`config.mk`:
```
export PLATFORM = sky130hd
export DESIGN_NAME = cf_pulse_power_meter_flat
export DESIGN_NICKNAME = d
export VERILOG_FILES = /design/src/design/cfpm_pkg.sv /design/src/design/cfpm_ifs.sv /design/src/design/cf_pulse_power_meter.sv /design/src/design/cfpm_front.sv /design/src/design/cfpm_div.sv /design/src/design/cfpm_back.sv /design/src/flat_wrapper.sv
export SDC_FILE = /design/constraint.sdc
export NUM_CORES = 2
export LEC_CHECK = 0
export BUFFER_PORTS_ARGS = -buffer_cell sky130_fd_sc_hd__buf_2
export CAP_MARGIN = 20
export CORE_ASPECT_RATIO = 0.9
export CORE_MARGIN = 1
export CORE_UTILIZATION = 40
export DETAILED_ROUTE_END_ITERATION = 8
export GPL_TIMING_DRIVEN = 0
export PLACE_DENSITY = 0.56
export SLEW_MARGIN = 25
export SYNTH_ARGS = -nofsm -noshare
export SYNTH_HDL_FRONTEND = slang
export SYNTH_HIERARCHICAL = 1
export SYNTH_SLANG_ARGS = --single-unit
```
`constraint.sdc`:
```
create_clock -name i_clk -period 6.5 [get_ports i_clk]
set_input_delay 1.3 -clock i_clk [delete_from_list [all_inputs] [get_ports i_clk]]
set_output_delay 1.3 -clock i_clk [all_outputs]
set_load 0.005 [all_outputs]
```
`src/design/cfpm_pkg.sv`:
```
`timescale 1ns / 1ps

package cfpm_pkg;

    localparam int unsigned TUS_W      = 48;
    localparam int unsigned TMS_W      = 32;
    localparam int unsigned WORD_W     = 32;
    localparam int unsigned CFG_IDX_W  = 2;
    localparam int unsigned CFG_DATA_W = 20;

    typedef enum logic [1:0] {
        OP_PULSE = 2'd0,
        OP_TICK  = 2'd1,
        OP_REARM = 2'd2
    } t_op;

    typedef enum logic [CFG_IDX_W-1:0] {
        CFG_PULSE_ENERGY = 2'd0,
        CFG_IDLE_TIMEOUT = 2'd1,
        CFG_RATE_WINDOW  = 2'd2
    } t_cfg_idx;

    localparam logic [CFG_DATA_W-1:0] RST_PULSE_ENERGY = 20'd475;
    localparam logic [CFG_DATA_W-1:0] RST_IDLE_TIMEOUT = 20'd10000;
    localparam logic [CFG_DATA_W-1:0] RST_RATE_WINDOW  = 20'd60000;

    // 60 s/min * 16 * 1000 ms/s
    localparam int unsigned RATE_SCALE_W = 20;
    localparam logic [RATE_SCALE_W-1:0] RATE_SCALE = 20'd960000;
    // 3600 s/h * 10 tenths / 1 uWh per uW
    localparam int unsigned POWER_SCALE_W = 16;
    localparam logic [POWER_SCALE_W-1:0] POWER_SCALE = 16'd36000;

    localparam int unsigned DIV_Q_W    = 32;
    localparam int unsigned DIV_N_W    = 2 * DIV_Q_W;
    localparam int unsigned DIV_STEP_W = $clog2(DIV_Q_W);

    typedef struct packed {
        t_op              op;
        logic [TUS_W-1:0] time_us;
        logic [TMS_W-1:0] time_ms;
    } t_item;

    typedef struct packed {
        logic [WORD_W-1:0] power_tenths;
        logic [WORD_W-1:0] record_index;
        logic [WORD_W-1:0] pulses_per_min_x16;
        logic              rate_updated;
        logic [WORD_W-1:0] ms_since_pulse;
        logic [WORD_W-1:0] pulse_total;
    } t_result;

    typedef struct packed {
        logic               start;
        logic [DIV_N_W-1:0] num;
        logic [DIV_Q_W-1:0] den;
    } t_div_req;

    typedef struct packed {
        logic               done;
        logic [DIV_Q_W-1:0] quot;
    } t_div_rsp;

    typedef enum logic [2:0] {
        ST_IDLE,
        ST_RATE_MUL,
        ST_RATE_GO,
        ST_RATE_WAIT,
        ST_PWR_MUL,
        ST_PWR_GO,
        ST_PWR_WAIT,
        ST_EMIT
    } t_back_state;

endpackage

```
`src/design/cfpm_ifs.sv`:
```
`timescale 1ns / 1ps

interface cfpm_item_if;
    logic                        valid;
    logic                        ready;
    logic [1:0]                  op;
    logic [cfpm_pkg::TUS_W-1:0]  time_us;
    logic [cfpm_pkg::TMS_W-1:0]  time_ms;

    modport source (output valid, op, time_us, time_ms, input ready);
    modport sink   (input valid, op, time_us, time_ms, output ready);
endinterface

interface cfpm_result_if;
    logic                        valid;
    logic                        ready;
    logic [cfpm_pkg::WORD_W-1:0] power_tenths;
    logic [cfpm_pkg::WORD_W-1:0] record_index;
    logic [cfpm_pkg::WORD_W-1:0] pulses_per_min_x16;
    logic                        rate_updated;
    logic [cfpm_pkg::WORD_W-1:0] ms_since_pulse;
    logic [cfpm_pkg::WORD_W-1:0] pulse_total;

    modport source (output valid, power_tenths, record_index, pulses_per_min_x16,
                    rate_updated, ms_since_pulse, pulse_total, input ready);
    modport sink   (input valid, power_tenths, record_index, pulses_per_min_x16,
                    rate_updated, ms_since_pulse, pulse_total, output ready);
endinterface

interface cfpm_cfg_if;
    logic                            valid;
    logic                            ready;
    logic [cfpm_pkg::CFG_IDX_W-1:0]  index;
    logic [cfpm_pkg::CFG_DATA_W-1:0] data;

    modport source (output valid, index, data, input ready);
    modport sink   (input valid, index, data, output ready);
endinterface

```
`src/design/cf_pulse_power_meter.sv`:
```
`timescale 1ns / 1ps

// Pulse-interval power meter. Items enter a small queue (QUEUE_DEPTH entries)
// and are executed one at a time; the input side keeps accepting while the
// queue has room, and a finished result sits in an output register until taken.
// A pulse edge or re-arm is executed as it is popped. A sample tick runs the
// rate division only when it closes the rate window, then the power division;
// each division runs on one shared 32-step serial divider. An idle meter skips
// the power division, a quotient that saturates returns in the cycle after its
// start, and a tick waits in its emit state while the previous result is still
// untaken. Unused op codes are accepted and dropped. Configuration writes are
// always accepted and take effect at once; write them only while no work is
// in flight. STALE_GAP_US sets the longest pulse gap that still updates the
// interval average.
module cf_pulse_power_meter #(
    parameter int unsigned STALE_GAP_US = 60000000,
    parameter int unsigned QUEUE_DEPTH  = 4
) (
    input  logic          i_clk,
    input  logic          i_rst_n,
    cfpm_item_if.sink     i_item,
    cfpm_result_if.source o_result,
    cfpm_cfg_if.sink      i_cfg
);

    logic               w_head_valid;
    cfpm_pkg::t_item    w_head;
    logic               w_pop;
    cfpm_pkg::t_div_req w_div_req;
    cfpm_pkg::t_div_rsp w_div_rsp;

    cfpm_front #(
        .QUEUE_DEPTH (QUEUE_DEPTH)
    ) u_front (
        .i_clk        (i_clk),
        .i_rst_n      (i_rst_n),
        .i_item       (i_item),
        .i_pop        (w_pop),
        .o_head_valid (w_head_valid),
        .o_head       (w_head)
    );

    cfpm_back #(
        .STALE_GAP_US (STALE_GAP_US)
    ) u_back (
        .i_clk        (i_clk),
        .i_rst_n      (i_rst_n),
        .i_cfg        (i_cfg),
        .i_head_valid (w_head_valid),
        .i_head       (w_head),
        .o_pop        (w_pop),
        .o_result     (o_result),
        .o_div_req    (w_div_req),
        .i_div_rsp    (w_div_rsp)
    );

    cfpm_div u_div (
        .i_clk   (i_clk),
        .i_rst_n (i_rst_n),
        .i_req   (w_div_req),
        .o_rsp   (w_div_rsp)
    );

endmodule

```
`src/design/cfpm_front.sv`:
```
`timescale 1ns / 1ps

// QUEUE_DEPTH range 2..16
module cfpm_front #(
    parameter int unsigned QUEUE_DEPTH = 4
) (
    input  logic              i_clk,
    input  logic              i_rst_n,
    cfpm_item_if.sink         i_item,
    input  logic              i_pop,
    output logic              o_head_valid,
    output cfpm_pkg::t_item   o_head
);

    localparam int unsigned PTR_W = $clog2(QUEUE_DEPTH);
    localparam int unsigned CNT_W = $clog2(QUEUE_DEPTH + 1);

    cfpm_pkg::t_item  r_mem [QUEUE_DEPTH];
    logic [PTR_W-1:0] r_wr_ptr;
    logic [PTR_W-1:0] r_rd_ptr;
    logic [CNT_W-1:0] r_count;

    logic w_known_op;
    logic w_push;
    logic w_pop;

    // unused op code is accepted and dropped here
    assign w_known_op = (i_item.op == cfpm_pkg::OP_PULSE) ||
                        (i_item.op == cfpm_pkg::OP_TICK)  ||
                        (i_item.op == cfpm_pkg::OP_REARM);

    assign i_item.ready = (r_count != CNT_W'(QUEUE_DEPTH));
    assign w_push       = i_item.valid && i_item.ready && w_known_op;
    assign w_pop        = i_pop && (r_count != '0);

    assign o_head_valid = (r_count != '0);
    assign o_head       = r_mem[r_rd_ptr];

    always_ff @(posedge i_clk) begin
        if (!i_rst_n) begin
            r_wr_ptr <= '0;
            r_rd_ptr <= '0;
            r_count  <= '0;
        end else begin
            if (w_push) begin
                r_mem[r_wr_ptr] <= '{op:      cfpm_pkg::t_op'(i_item.op),
                                     time_us: i_item.time_us,
                                     time_ms: i_item.time_ms};
                r_wr_ptr <= (r_wr_ptr == PTR_W'(QUEUE_DEPTH - 1)) ? '0 : r_wr_ptr + 1'b1;
            end
            if (w_pop) begin
                r_rd_ptr <= (r_rd_ptr == PTR_W'(QUEUE_DEPTH - 1)) ? '0 : r_rd_ptr + 1'b1;
            end
            if (w_push && !w_pop) begin
                r_count <= r_count + 1'b1;
            end else if (!w_push && w_pop) begin
                r_count <= r_count - 1'b1;
            end
        end
    end

endmodule

```
`src/design/cfpm_div.sv`:
```
`timescale 1ns / 1ps

// Restoring divider, one quotient bit per cycle. Quotient saturates to all ones
// when it would not fit in DIV_Q_W bits.
module cfpm_div (
    input  logic               i_clk,
    input  logic               i_rst_n,
    input  cfpm_pkg::t_div_req i_req,
    output cfpm_pkg::t_div_rsp o_rsp
);

    localparam int unsigned QW = cfpm_pkg::DIV_Q_W;
    localparam int unsigned SW = cfpm_pkg::DIV_STEP_W;

    logic          r_busy;
    logic          r_done;
    logic [SW-1:0] r_step;
    logic [QW-1:0] r_rem;
    logic [QW-1:0] r_lo;
    logic [QW-1:0] r_quot;
    logic [QW-1:0] r_den;

    logic [QW:0]   w_trial;

    assign w_trial = {r_rem, r_lo[QW-1]} - {1'b0, r_den};

    assign o_rsp = '{done: r_done, quot: r_quot};

    always_ff @(posedge i_clk) begin
        if (!i_rst_n) begin
            r_busy <= 1'b0;
            r_done <= 1'b0;
        end else begin
            r_done <= 1'b0;
            if (i_req.start) begin
                if (i_req.num[2*QW-1:QW] >= i_req.den) begin
                    r_quot <= '1;
                    r_done <= 1'b1;
                    r_busy <= 1'b0;
                end else begin
                    r_rem  <= i_req.num[2*QW-1:QW];
                    r_lo   <= i_req.num[QW-1:0];
                    r_den  <= i_req.den;
                    r_step <= SW'(QW - 1);
                    r_busy <= 1'b1;
                end
            end else if (r_busy) begin
                if (!w_trial[QW]) begin
                    r_rem <= w_trial[QW-1:0];
                end else begin
                    r_rem <= {r_rem[QW-2:0], r_lo[QW-1]};
                end
                r_quot <= {r_quot[QW-2:0], ~w_trial[QW]};
                r_lo   <= {r_lo[QW-2:0], 1'b0};
                if (r_step == '0) begin
                    r_busy <= 1'b0;
                    r_done <= 1'b1;
                end else begin
                    r_step <= r_step - 1'b1;
                end
            end
        end
    end

endmodule

```
`src/design/cfpm_back.sv`:
```
`timescale 1ns / 1ps

module cfpm_back #(
    parameter int unsigned STALE_GAP_US = 60000000
) (
    input  logic               i_clk,
    input  logic               i_rst_n,
    cfpm_cfg_if.sink           i_cfg,
    input  logic               i_head_valid,
    input  cfpm_pkg::t_item    i_head,
    output logic               o_pop,
    cfpm_result_if.source      o_result,
    output cfpm_pkg::t_div_req o_div_req,
    input  cfpm_pkg::t_div_rsp i_div_rsp
);

    localparam int unsigned TUS_W = cfpm_pkg::TUS_W;
    localparam int unsigned W     = cfpm_pkg::WORD_W;
    localparam int unsigned DW    = cfpm_pkg::CFG_DATA_W;
    localparam int unsigned NW    = cfpm_pkg::DIV_N_W;
    localparam int unsigned RPW   = W + cfpm_pkg::RATE_SCALE_W;
    localparam int unsigned PPW   = DW + cfpm_pkg::POWER_SCALE_W;

    cfpm_pkg::t_back_state r_state, n_state;

    logic [DW-1:0]    r_pulse_energy;
    logic [DW-1:0]    r_idle_timeout;
    logic [DW-1:0]    r_rate_window;

    logic [TUS_W-1:0] r_last_edge_us;
    logic [W-1:0]     r_avg;
    logic [W-1:0]     r_idle_ref;
    logic [W-1:0]     r_true_pulse;
    logic             r_seen;
    logic [W-1:0]     r_edge_count;
    logic [W-1:0]     r_win_count;
    logic [W-1:0]     r_win_ms;
    logic [W-1:0]     r_rate_hold;
    logic [W-1:0]     r_sample_seq;

    logic [W-1:0]     r_tms;
    logic [W-1:0]     r_elapsed;
    logic [W-1:0]     r_delta;
    logic             r_win_hit;
    logic             r_updated;
    logic [W-1:0]     r_power;
    logic [NW-1:0]    r_num;
    logic [W-1:0]     r_den;

    logic                  r_out_valid;
    cfpm_pkg::t_result     r_out;

    logic             w_div_start;
    logic             w_out_free;
    logic             w_idle;
    logic [TUS_W-1:0] w_gap;
    logic             w_gap_ok;
    logic [W+1:0]     w_avg_sum;
    logic [W-1:0]     w_head_elapsed;
    logic [W-1:0]     w_window;
    logic [RPW-1:0]   w_rate_prod;
    logic [PPW-1:0]   w_pwr_prod;

    assign i_cfg.ready = 1'b1;

    assign w_out_free = !r_out_valid || o_result.ready;
    assign w_idle     = (r_avg == '0) || ((r_tms - r_idle_ref) > W'(r_idle_timeout));

    assign w_gap     = i_head.time_us - r_last_edge_us;
    assign w_gap_ok  = (w_gap != '0) && (w_gap <= TUS_W'(STALE_GAP_US));
    // stale limit stays below 2^30, so the sum fits and /4 fits in 32 bits
    assign w_avg_sum = (W+2)'(r_avg) + (W+2)'({r_avg, 1'b0}) + (W+2)'(w_gap[W-1:0]);

    assign w_window       = (r_rate_window == '0) ? W'(1) : W'(r_rate_window);
    assign w_head_elapsed = i_head.time_ms - r_win_ms;

    assign w_rate_prod = RPW'(r_delta) * RPW'(cfpm_pkg::RATE_SCALE);
    assign w_pwr_prod  = PPW'(r_pulse_energy) * PPW'(cfpm_pkg::POWER_SCALE);

    assign o_div_req = '{start: w_div_start, num: r_num, den: r_den};

    assign o_result.valid              = r_out_valid;
    assign o_result.power_tenths       = r_out.power_tenths;
    assign o_result.record_index       = r_out.record_index;
    assign o_result.pulses_per_min_x16 = r_out.pulses_per_min_x16;
    assign o_result.rate_updated       = r_out.rate_updated;
    assign o_result.ms_since_pulse     = r_out.ms_since_pulse;
    assign o_result.pulse_total        = r_out.pulse_total;

    always_comb begin
        n_state = r_state;
        unique case (r_state)
            cfpm_pkg::ST_IDLE: begin
                if (i_head_valid && (i_head.op == cfpm_pkg::OP_TICK)) begin
                    n_state = cfpm_pkg::ST_RATE_MUL;
                end
            end
            cfpm_pkg::ST_RATE_MUL: begin
                n_state = r_win_hit ? cfpm_pkg::ST_RATE_GO : cfpm_pkg::ST_PWR_MUL;
            end
            cfpm_pkg::ST_RATE_GO:   n_state = cfpm_pkg::ST_RATE_WAIT;
            cfpm_pkg::ST_RATE_WAIT: begin
                if (i_div_rsp.done) begin
                    n_state = cfpm_pkg::ST_PWR_MUL;
                end
            end
            cfpm_pkg::ST_PWR_MUL: begin
                n_state = w_idle ? cfpm_pkg::ST_EMIT : cfpm_pkg::ST_PWR_GO;
            end
            cfpm_pkg::ST_PWR_GO:    n_state = cfpm_pkg::ST_PWR_WAIT;
            cfpm_pkg::ST_PWR_WAIT: begin
                if (i_div_rsp.done) begin
                    n_state = cfpm_pkg::ST_EMIT;
                end
            end
            cfpm_pkg::ST_EMIT: begin
                if (w_out_free) begin
                    n_state = cfpm_pkg::ST_IDLE;
                end
            end
            default: n_state = cfpm_pkg::ST_IDLE;
        endcase
    end

    always_comb begin
        o_pop       = 1'b0;
        w_div_start = 1'b0;
        unique case (r_state)
            cfpm_pkg::ST_IDLE:     o_pop       = i_head_valid;
            cfpm_pkg::ST_RATE_GO,
            cfpm_pkg::ST_PWR_GO:   w_div_start = 1'b1;
            default: begin
                o_pop       = 1'b0;
                w_div_start = 1'b0;
            end
        endcase
    end

    always_ff @(posedge i_clk) begin
        if (!i_rst_n) begin
            r_state        <= cfpm_pkg::ST_IDLE;
            r_out_valid    <= 1'b0;
            r_pulse_energy <= cfpm_pkg::RST_PULSE_ENERGY;
            r_idle_timeout <= cfpm_pkg::RST_IDLE_TIMEOUT;
            r_rate_window  <= cfpm_pkg::RST_RATE_WINDOW;
            r_last_edge_us <= '0;
            r_avg          <= '0;
            r_idle_ref     <= '0;
            r_true_pulse   <= '0;
            r_seen         <= 1'b0;
            r_edge_count   <= '0;
            r_win_count    <= '0;
            r_win_ms       <= '0;
            r_rate_hold    <= '0;
            r_sample_seq   <= W'(1);
        end else begin
            r_state <= n_state;

            if (i_cfg.valid) begin
                if (i_cfg.index == cfpm_pkg::CFG_PULSE_ENERGY) begin
                    r_pulse_energy <= i_cfg.data;
                end else if (i_cfg.index == cfpm_pkg::CFG_IDLE_TIMEOUT) begin
                    r_idle_timeout <= i_cfg.data;
                end else if (i_cfg.index == cfpm_pkg::CFG_RATE_WINDOW) begin
                    r_rate_window <= i_cfg.data;
                end
            end

            if ((r_state == cfpm_pkg::ST_EMIT) && w_out_free) begin
                r_out_valid <= 1'b1;
            end else if (r_out_valid && o_result.ready) begin
                r_out_valid <= 1'b0;
            end

            unique case (r_state)
                cfpm_pkg::ST_IDLE: begin
                    if (i_head_valid) begin
                        unique case (i_head.op)
                            cfpm_pkg::OP_PULSE: begin
                                r_last_edge_us <= i_head.time_us;
                                r_idle_ref     <= i_head.time_ms;
                                r_true_pulse   <= i_head.time_ms;
                                r_seen         <= 1'b1;
                                r_edge_count   <= r_edge_count + 1'b1;
                                if (w_gap_ok) begin
                                    r_avg <= (r_avg == '0) ? w_gap[W-1:0]
                                                           : w_avg_sum[W+1:2];
                                end
                            end
                            cfpm_pkg::OP_REARM: begin
                                r_last_edge_us <= i_head.time_us;
                                r_avg          <= '0;
                                r_idle_ref     <= i_head.time_ms;
                            end
                            cfpm_pkg::OP_TICK: begin
                                r_tms     <= i_head.time_ms;
                                r_elapsed <= w_head_elapsed;
                                r_delta   <= r_edge_count - r_win_count;
                                r_win_hit <= (w_head_elapsed >= w_window);
                                r_updated <= 1'b0;
                            end
                            default: r_updated <= 1'b0;
                        endcase
                    end
                end
                cfpm_pkg::ST_RATE_MUL: begin
                    // round half up: add elapsed/2 before dividing
                    r_num <= NW'(w_rate_prod) + NW'(r_elapsed[W-1:1]);
                    r_den <= r_elapsed;
                end
                cfpm_pkg::ST_RATE_WAIT: begin
                    if (i_div_rsp.done) begin
                        r_rate_hold <= i_div_rsp.quot;
                        r_win_count <= r_edge_count;
                        r_win_ms    <= r_tms;
                        r_updated   <= 1'b1;
                    end
                end
                cfpm_pkg::ST_PWR_MUL: begin
                    if (w_idle) begin
                        r_avg   <= '0;
                        r_power <= '0;
                    end else begin
                        r_num <= NW'(w_pwr_prod) + NW'(r_avg[W-1:1]);
                        r_den <= r_avg;
                    end
                end
                cfpm_pkg::ST_PWR_WAIT: begin
                    if (i_div_rsp.done) begin
                        r_power <= i_div_rsp.quot;
                    end
                end
                cfpm_pkg::ST_EMIT: begin
                    if (w_out_free) begin
                        r_sample_seq <= r_sample_seq + 1'b1;
                        r_out <= '{power_tenths:       r_power,
                                   record_index:       r_sample_seq + 1'b1,
                                   pulses_per_min_x16: r_rate_hold,
                                   rate_updated:       r_updated,
                                   ms_since_pulse:     r_seen ? (r_tms - r_true_pulse) : '1,
                                   pulse_total:        r_edge_count};
                    end
                end
                default: r_updated <= r_updated;
            endcase
        end
    end

endmodule

```
`src/flat_wrapper.sv`:
```
// flat-port wrapper written by rule: the top's interface ports become plain ports
module cf_pulse_power_meter_flat 
#(
    parameter int unsigned STALE_GAP_US = 60000000,
    parameter int unsigned QUEUE_DEPTH  = 4
)
  (i_clk, i_rst_n, i_item_valid, i_item_op, i_item_time_us, i_item_time_ms, i_item_ready, o_result_valid, o_result_power_tenths, o_result_record_index, o_result_pulses_per_min_x16, o_result_rate_updated, o_result_ms_since_pulse, o_result_pulse_total, o_result_ready, i_cfg_valid, i_cfg_index, i_cfg_data, i_cfg_ready);
  cfpm_item_if i_item_i ();
  cfpm_result_if o_result_i ();
  cfpm_cfg_if i_cfg_i ();
  input  logic i_clk;
  input  logic i_rst_n;
  input wire logic [$bits(i_item_i.valid)-1:0] i_item_valid;
  input wire logic [$bits(i_item_i.op)-1:0] i_item_op;
  input wire logic [$bits(i_item_i.time_us)-1:0] i_item_time_us;
  input wire logic [$bits(i_item_i.time_ms)-1:0] i_item_time_ms;
  output wire logic [$bits(i_item_i.ready)-1:0] i_item_ready;
  output wire logic [$bits(o_result_i.valid)-1:0] o_result_valid;
  output wire logic [$bits(o_result_i.power_tenths)-1:0] o_result_power_tenths;
  output wire logic [$bits(o_result_i.record_index)-1:0] o_result_record_index;
  output wire logic [$bits(o_result_i.pulses_per_min_x16)-1:0] o_result_pulses_per_min_x16;
  output wire logic [$bits(o_result_i.rate_updated)-1:0] o_result_rate_updated;
  output wire logic [$bits(o_result_i.ms_since_pulse)-1:0] o_result_ms_since_pulse;
  output wire logic [$bits(o_result_i.pulse_total)-1:0] o_result_pulse_total;
  input wire logic [$bits(o_result_i.ready)-1:0] o_result_ready;
  input wire logic [$bits(i_cfg_i.valid)-1:0] i_cfg_valid;
  input wire logic [$bits(i_cfg_i.index)-1:0] i_cfg_index;
  input wire logic [$bits(i_cfg_i.data)-1:0] i_cfg_data;
  output wire logic [$bits(i_cfg_i.ready)-1:0] i_cfg_ready;
  assign i_item_i.valid = i_item_valid;
  assign i_item_i.op = i_item_op;
  assign i_item_i.time_us = i_item_time_us;
  assign i_item_i.time_ms = i_item_time_ms;
  assign i_item_ready = i_item_i.ready;
  assign o_result_valid = o_result_i.valid;
  assign o_result_power_tenths = o_result_i.power_tenths;
  assign o_result_record_index = o_result_i.record_index;
  assign o_result_pulses_per_min_x16 = o_result_i.pulses_per_min_x16;
  assign o_result_rate_updated = o_result_i.rate_updated;
  assign o_result_ms_since_pulse = o_result_i.ms_since_pulse;
  assign o_result_pulse_total = o_result_i.pulse_total;
  assign o_result_i.ready = o_result_ready;
  assign i_cfg_i.valid = i_cfg_valid;
  assign i_cfg_i.index = i_cfg_index;
  assign i_cfg_i.data = i_cfg_data;
  assign i_cfg_ready = i_cfg_i.ready;
  cf_pulse_power_meter #(.STALE_GAP_US(STALE_GAP_US), .QUEUE_DEPTH(QUEUE_DEPTH)) u_core (.i_clk(i_clk), .i_rst_n(i_rst_n), .i_item(i_item_i), .o_result(o_result_i), .i_cfg(i_cfg_i));
endmodule
```
After elaboration in Yosys (flattened, before gate mapping)
Memory sizes are Yosys's and may differ from the RTL's. A register that Yosys moved wholly into a read port is not among the register bits.
Index checks and enable logic that the tools add are counted.
W data, S select, Z words.
- register bits: 898
- bits in writable memories: 328
- input bits: 109
- output and inout bits: 164
- logic and storage cells: 207
- memories: 1
- memories (name ; words ; bits a word ; rd ports ; clocked after memory_dff ; write ports ; line ; RTL):
    u_core.u_front.r_mem ; 4 ; 82 ; 1 ; 1 ; 1 ; cfpm_front.sv:18 ; cfpm_pkg::t_item r_mem [QUEUE_DEPTH];
- add/subtract/negate cells: 17
- multiply operators: 2
- order comparisons: 4
- eq/ne operators: 29
- multiplexer cells: 59
- bitwise logic cells: 4
- reduce and logical (&&, ||, !) cells: 52
- operators with widths (kind ; number):
    $mux W32 ; 16
    $pmux W32 S2 ; 4
    $pmux W64 S2 ; 1
    $sub A32 B32 Y32 ; 4
    $add A32 B1 Y32 const B ; 2
    $mux W64 ; 1
    $add A52 B31 Y53 ; 1
    $le A48 B26 Y1 const B ; 1
    $reduce_bool A48 Y1 ; 1
    $sub A48 B48 Y48 ; 1
    $mul A32 B11 Y43 const B ; 1
    $add A36 B31 Y37 ; 1
    $add A32 B33 Y34 ; 1
    $add A34 B32 Y34 ; 1
    $sub A33 B32 Y33 ; 1
    $ge A32 B20 Y1 ; 1
    $ge A32 B32 Y1 ; 1
    $gt A32 B20 Y1 ; 1
    $logic_not A32 Y1 ; 1
    $mul A20 B11 Y31 const B ; 1
    $pmux W3 S8 ; 1
    $reduce_and A3 Y1 ; 8
    $mux W3 ; 7
    $logic_not A20 Y1 ; 1
    31 further kinds ; 108

Logic depth before layout (Yosys ltp)
- depth in word-level cells: 8
- depth in mapped cells: 33
- depth with buffers taken out: 33

Cells and area by module
Netlist, hierarchy kept.
- by module, submodules not included (module ; times used ; cells an instance ; area each (um^2) ; seq. area each (um^2)):
    cfpm_back ; 1 ; 5739 ; 52679.3 ; 18527.8
    cfpm_front ; 1 ; 479 ; 12286.8 ; 10029.6
    cfpm_div ; 1 ; 709 ; 8067.7 ; 4033.9

Worst setup path after synthesis
No wires, ideal clock.
- path type: register -> register
- from: register u_core.u_back.r_tms[0]
- to: register u_core.u_back.r_den[0] (enable)
- library setup time: 0.448 ns
- data arrival time: 6.424 ns
- data required time: 6.052 ns
- setup slack: -0.372 ns
- stages on the path, launching flop included: 24
- buffers on the path: 0
- clock period less this slack: 6.872 ns
- path through: edfxtp_1 inv_1 ha_1 inv_1 fa_1 a21oi_1 o32ai_1 o211ai_1 a21o_1 a21oi_1 or2_2 xor2_1 ha_1 nand4_1 or4_1 o22ai_1 nand4_1 or4_1 nor4_1 nand4_1 nor4_1 o2111ai_1 o21ai_0 and3_1
- cells in the longest elaborated chain, start to end: 5
- ends and longest elaborated chain (item ; line ; RTL):
    start: declaration ; cfpm_back.sv:41 ; logic [W-1:0] r_tms;
    start signal: assignment ; cfpm_back.sv:196 ; r_tms <= i_head.time_ms;
    $sub A32 B32 Y32 ; cfpm_back.sv:67 ; assign w_idle = (r_avg == '0) || ((r_tms - r_idle_ref) > W'(r_idle_timeout));
    $gt A32 B20 Y1 ; cfpm_back.sv:67 ;
    $logic_or A1 B1 Y1 ; cfpm_back.sv:67 ;
    $ne A2 B2 Y1 (no line) ; -- ;
    $reduce_and A3 Y1 (no line) ; -- ;
    end signal: assignment ; cfpm_back.sv:209 ; r_den <= r_elapsed;
    end signal: assignment ; cfpm_back.sv:225 ; r_den <= r_avg;
    end: declaration ; cfpm_back.sv:48 ; logic [W-1:0] r_den;
No other way between the ends.
A chain may end at the register's enable or synchronous reset.

Final worst setup path
- from: register u_core.u_back.r_delta[1]
- to: register u_core.u_back.r_num[34] (data pin)
- cells in the longest elaborated chain, start to end: 3
- ends and longest elaborated chain (item ; line ; RTL):
    start: declaration ; cfpm_back.sv:43 ; logic [W-1:0] r_delta;
    start signal: assignment ; cfpm_back.sv:198 ; r_delta <= r_edge_count - r_win_count;
    $mul A32 B11 Y43 ; cfpm_back.sv:77 ; assign w_rate_prod = RPW'(r_delta) * RPW'(cfpm_pkg::RATE_SCALE);
    $add A52 B31 Y53 ; cfpm_back.sv:208 ; r_num <= NW'(w_rate_prod) + NW'(r_elapsed[W-1:1]);
    $pmux W64 S2 ; cfpm_back.sv:175 ; unique case (r_state)
    end signal: assignment ; cfpm_back.sv:208 ;
    end signal: assignment ; cfpm_back.sv:224 ; r_num <= NW'(w_pwr_prod) + NW'(r_avg[W-1:1]);
    end: declaration ; cfpm_back.sv:47 ; logic [NW-1:0] r_num;
No other way between the ends.

==> impl_metrics.yaml <==
sta:
  post-route-period-util_pct: 103.9
  hold_viol: 0
  fin_skew_ps: 36.71
  fin_crit_ps: 6756
  setup_viol: 12
  holdWs_ps: 409.5
  max_freq_ghz: 0.1480
  worst_slack_ps: -255.8
  rsz0062_at_grt: "yes"
  final-max-slew-violation-count: 0
  tightestPinTransition_ps: 1041
  slew_headroom_pct: 30.60
worst_setup_path:
  worstPathRequired_ps: 7010
  endpoint_kind: "register"
  cpMaxStageDelayCell: "fa_1"
  critPathKind: "reg -> reg"
  cp.arrival_ps: 7260
  cp_max_fo: 5
  slowest_delay_ps: 530
  start_kind: "register"
  path_common_cell: "buf_6"
synth:
  synth.distinct_cells: 108
  synth-seq-area-share_pct: 44.62
  synth.ff_latch_count: 1212
  synth.area.top_cells: "edfxtp_1, dfxtp_1, ha_1"
  postSynthAreaPerCell_sq_um: 10.54
  synthTopCellsByCount: "nand2_1, inv_1, edfxtp_1"
  netlist.area_leader.share_pct: 34.21
  yosys_most_used_dff: "edfxtp_1"
  postSynthCellCount: 6927
  ys_async_sr_fraction_pct: 0
  synth_warnings: 6
  yosysMostFrequentCell: "nand2_1"
  synth_edf_count: 832
  post-synth-top-area-cell: "edfxtp_1"
  syn_area_sq_um: 73030
finish:
  fillers: 16790
  num-nets-final: 8461
  regArea_sq_um: 32640
  drive_gt1_share_pct: 15.86
  largest_register_ffs: 328
  multi_input_area_sq_um: 37900
  regMostFlops: "u_core/u_front/r_mem"
  largestRegisters: "u_core/u_front/r_mem: 328 flops, u_core/u_back/r_last_edge_us: 48 flops, u_core/u_back/r_num: 48 flops"
  area_growth_pct: 17.08
power:
  finalPower_mw: 46.33
  p_leak_nw: 33.99
  vdd_ir_drop_max_uv: 930.0
  cellPowerDensity_nw_per_um2: 541.8
cts:
  clk_latency_ps: 780
  clock-sinks: 1212
  cts_root_buf: "clkbuf_16"
  cts_buffer_depth: 3
  path_clk_slew_ps: 60
  h-tree-depth: 4
  cts_hold_buf: 0
  cts_tree: "yes"
  cts_buffers: 136
routing:
  routed_wl_mm: 197.9
  first_pass_iters: 6
  drc_errors: 0
  wl_per_cell_um: 19.71
  viasPerCell: 5.206
  ant_nets: 0
  drtIter0Drc: 3733
  via_count: 52270
job:
  drv_cap: 0
global_routing:
  grt_pass1_wl_mm: 301.0
  grt_pass1_vias: 51120
  grt.total_usage_pct: 21.12
  grt_max_degree: 56
  overflow: 0
  antenna_found_initial: 20
place:
  port_buffers: 271
  pre_cts_ws_ps: -1367
  gp_congestion: 0.9966
  post-dp-hpwl_mm: 151.5
floorplanning:
  ioPinCount: 273
  initial_core_util_pct: 40.33
  fp.dieW_um: 452.4
  die_y_um: 407.4
  design.core.area_sq_um: 181100
  num_rows: 148
  die-area_sq_um: 184300
min_path:
  holdCritPathClass: "reg -> reg"
run_status:
  violations: "setup timing"
  status: "finished with violations"
## final timing paths
check,from,end,slack (ps),cells past startpoint
max,u_core/u_back/r_delta[1],u_core/u_back/r_num[34],-260,33
min,u_core/u_back/r_power[20],u_core/u_back/o_result.power_tenths[20],410,0
max reg2reg,u_core/u_back/r_delta[1],u_core/u_back/r_num[34],-260,33
min reg2reg,u_core/u_back/r_power[20],u_core/u_back/o_result.power_tenths[20],410,0
## layer usage
metal / wire length, um / track usage [%]
met1: 92480 / 29.72
met3: 8570 / 2.880
met4: 6310 / 7.142
met5: 39 / 0
met2: 90520 / 33.36
## cells in the final DEF, fill, tap and decap left out, types with 140 or more instances in the layout
master and count:
nor2_1 213, clkbuf_1 197, dfxtp_1 366, a21o_1 164
inv_1 812, edfxtp_1 832, a21oi_1 291, o21ai_0 279
buf_2 279, buf_4 167, fa_1 223, a21boi_0 283
nand2_1 887, xnor2_1 221, clkbuf_16 140, ha_1 556
## through the flow
stage	instance area, sq um	cells	TNS [ps]	utilization, %
6_report	85510	10040	-1860	47.22
5_1_grt	85500	10040	-8255	47.21
4_1_cts	84250	9974	-2419	46.52
3_5_place_dp	78210	9634	-79180	43.18
3_3_place_gp	77580	9608	-1311570	42.84
2_1_floorplan	73220	6937	-55.06	-
## layout make-up
class	count	area share [%]
buffer	236	1.317
tap	2400	3.512
clock buffer	179	4.350
sequential	1212	38.17
clock inverter	69	0.8750
inverter	840	3.687
multi-input combinational	4642	44.32
timing repair buffer	452	3.737
antenna	10	0.02926
## power breakdown
group	switching [mW]	leakage, nW	internal [mW]
clock network	3.21	2.18	4.53
registers	0.421	10.6	9.70
logic	16.1	21.2	12.3
## logic make-up (layout without fill, tap and decap cells)
family / after synthesis / in the layout / share of synthesized area (%)
and+or+nand+nor: 1817 / 1817 / 11.75
DFF: 1212 / 1212 / 44.62
muxes: 153 / 153 / 3.579
other: 2 / 22 / 0.01028
adders and majority gates: 832 / 832 / 16.59
xor gates and xnor gates: 377 / 377 / 4.531
AOI/OAI and AO/OA: 1451 / 1451 / 13.13
buffers and inverters: 1083 / 1776 / 5.791
## timing repair
| item | in CTS | in global routing |
|---|---|---|
| buffers inserted | 90 | 62 |
| endpoints found under the setup margin | 169 | 120 |
| gates resized for setup | 170 | 181 |
| pin swaps | 90 | 132 |
| cloned | 3 | 0 |
## critical path: cells and delay by family, from the launching register on
| kind | cells | cell delay, ps |
|---|---|---|
| xor gates and xnor gates | 2 | 400 |
| buffers and inverters | 11 | 940 |
| DFF | 1 | 420 |
| AOI/OAI and AO/OA | 9 | 1430 |
| and+or+nand+nor | 4 | 380 |
| adders and majority gates | 7 | 2910 |
No activity file was read; power rests on OpenSTA's default activity.
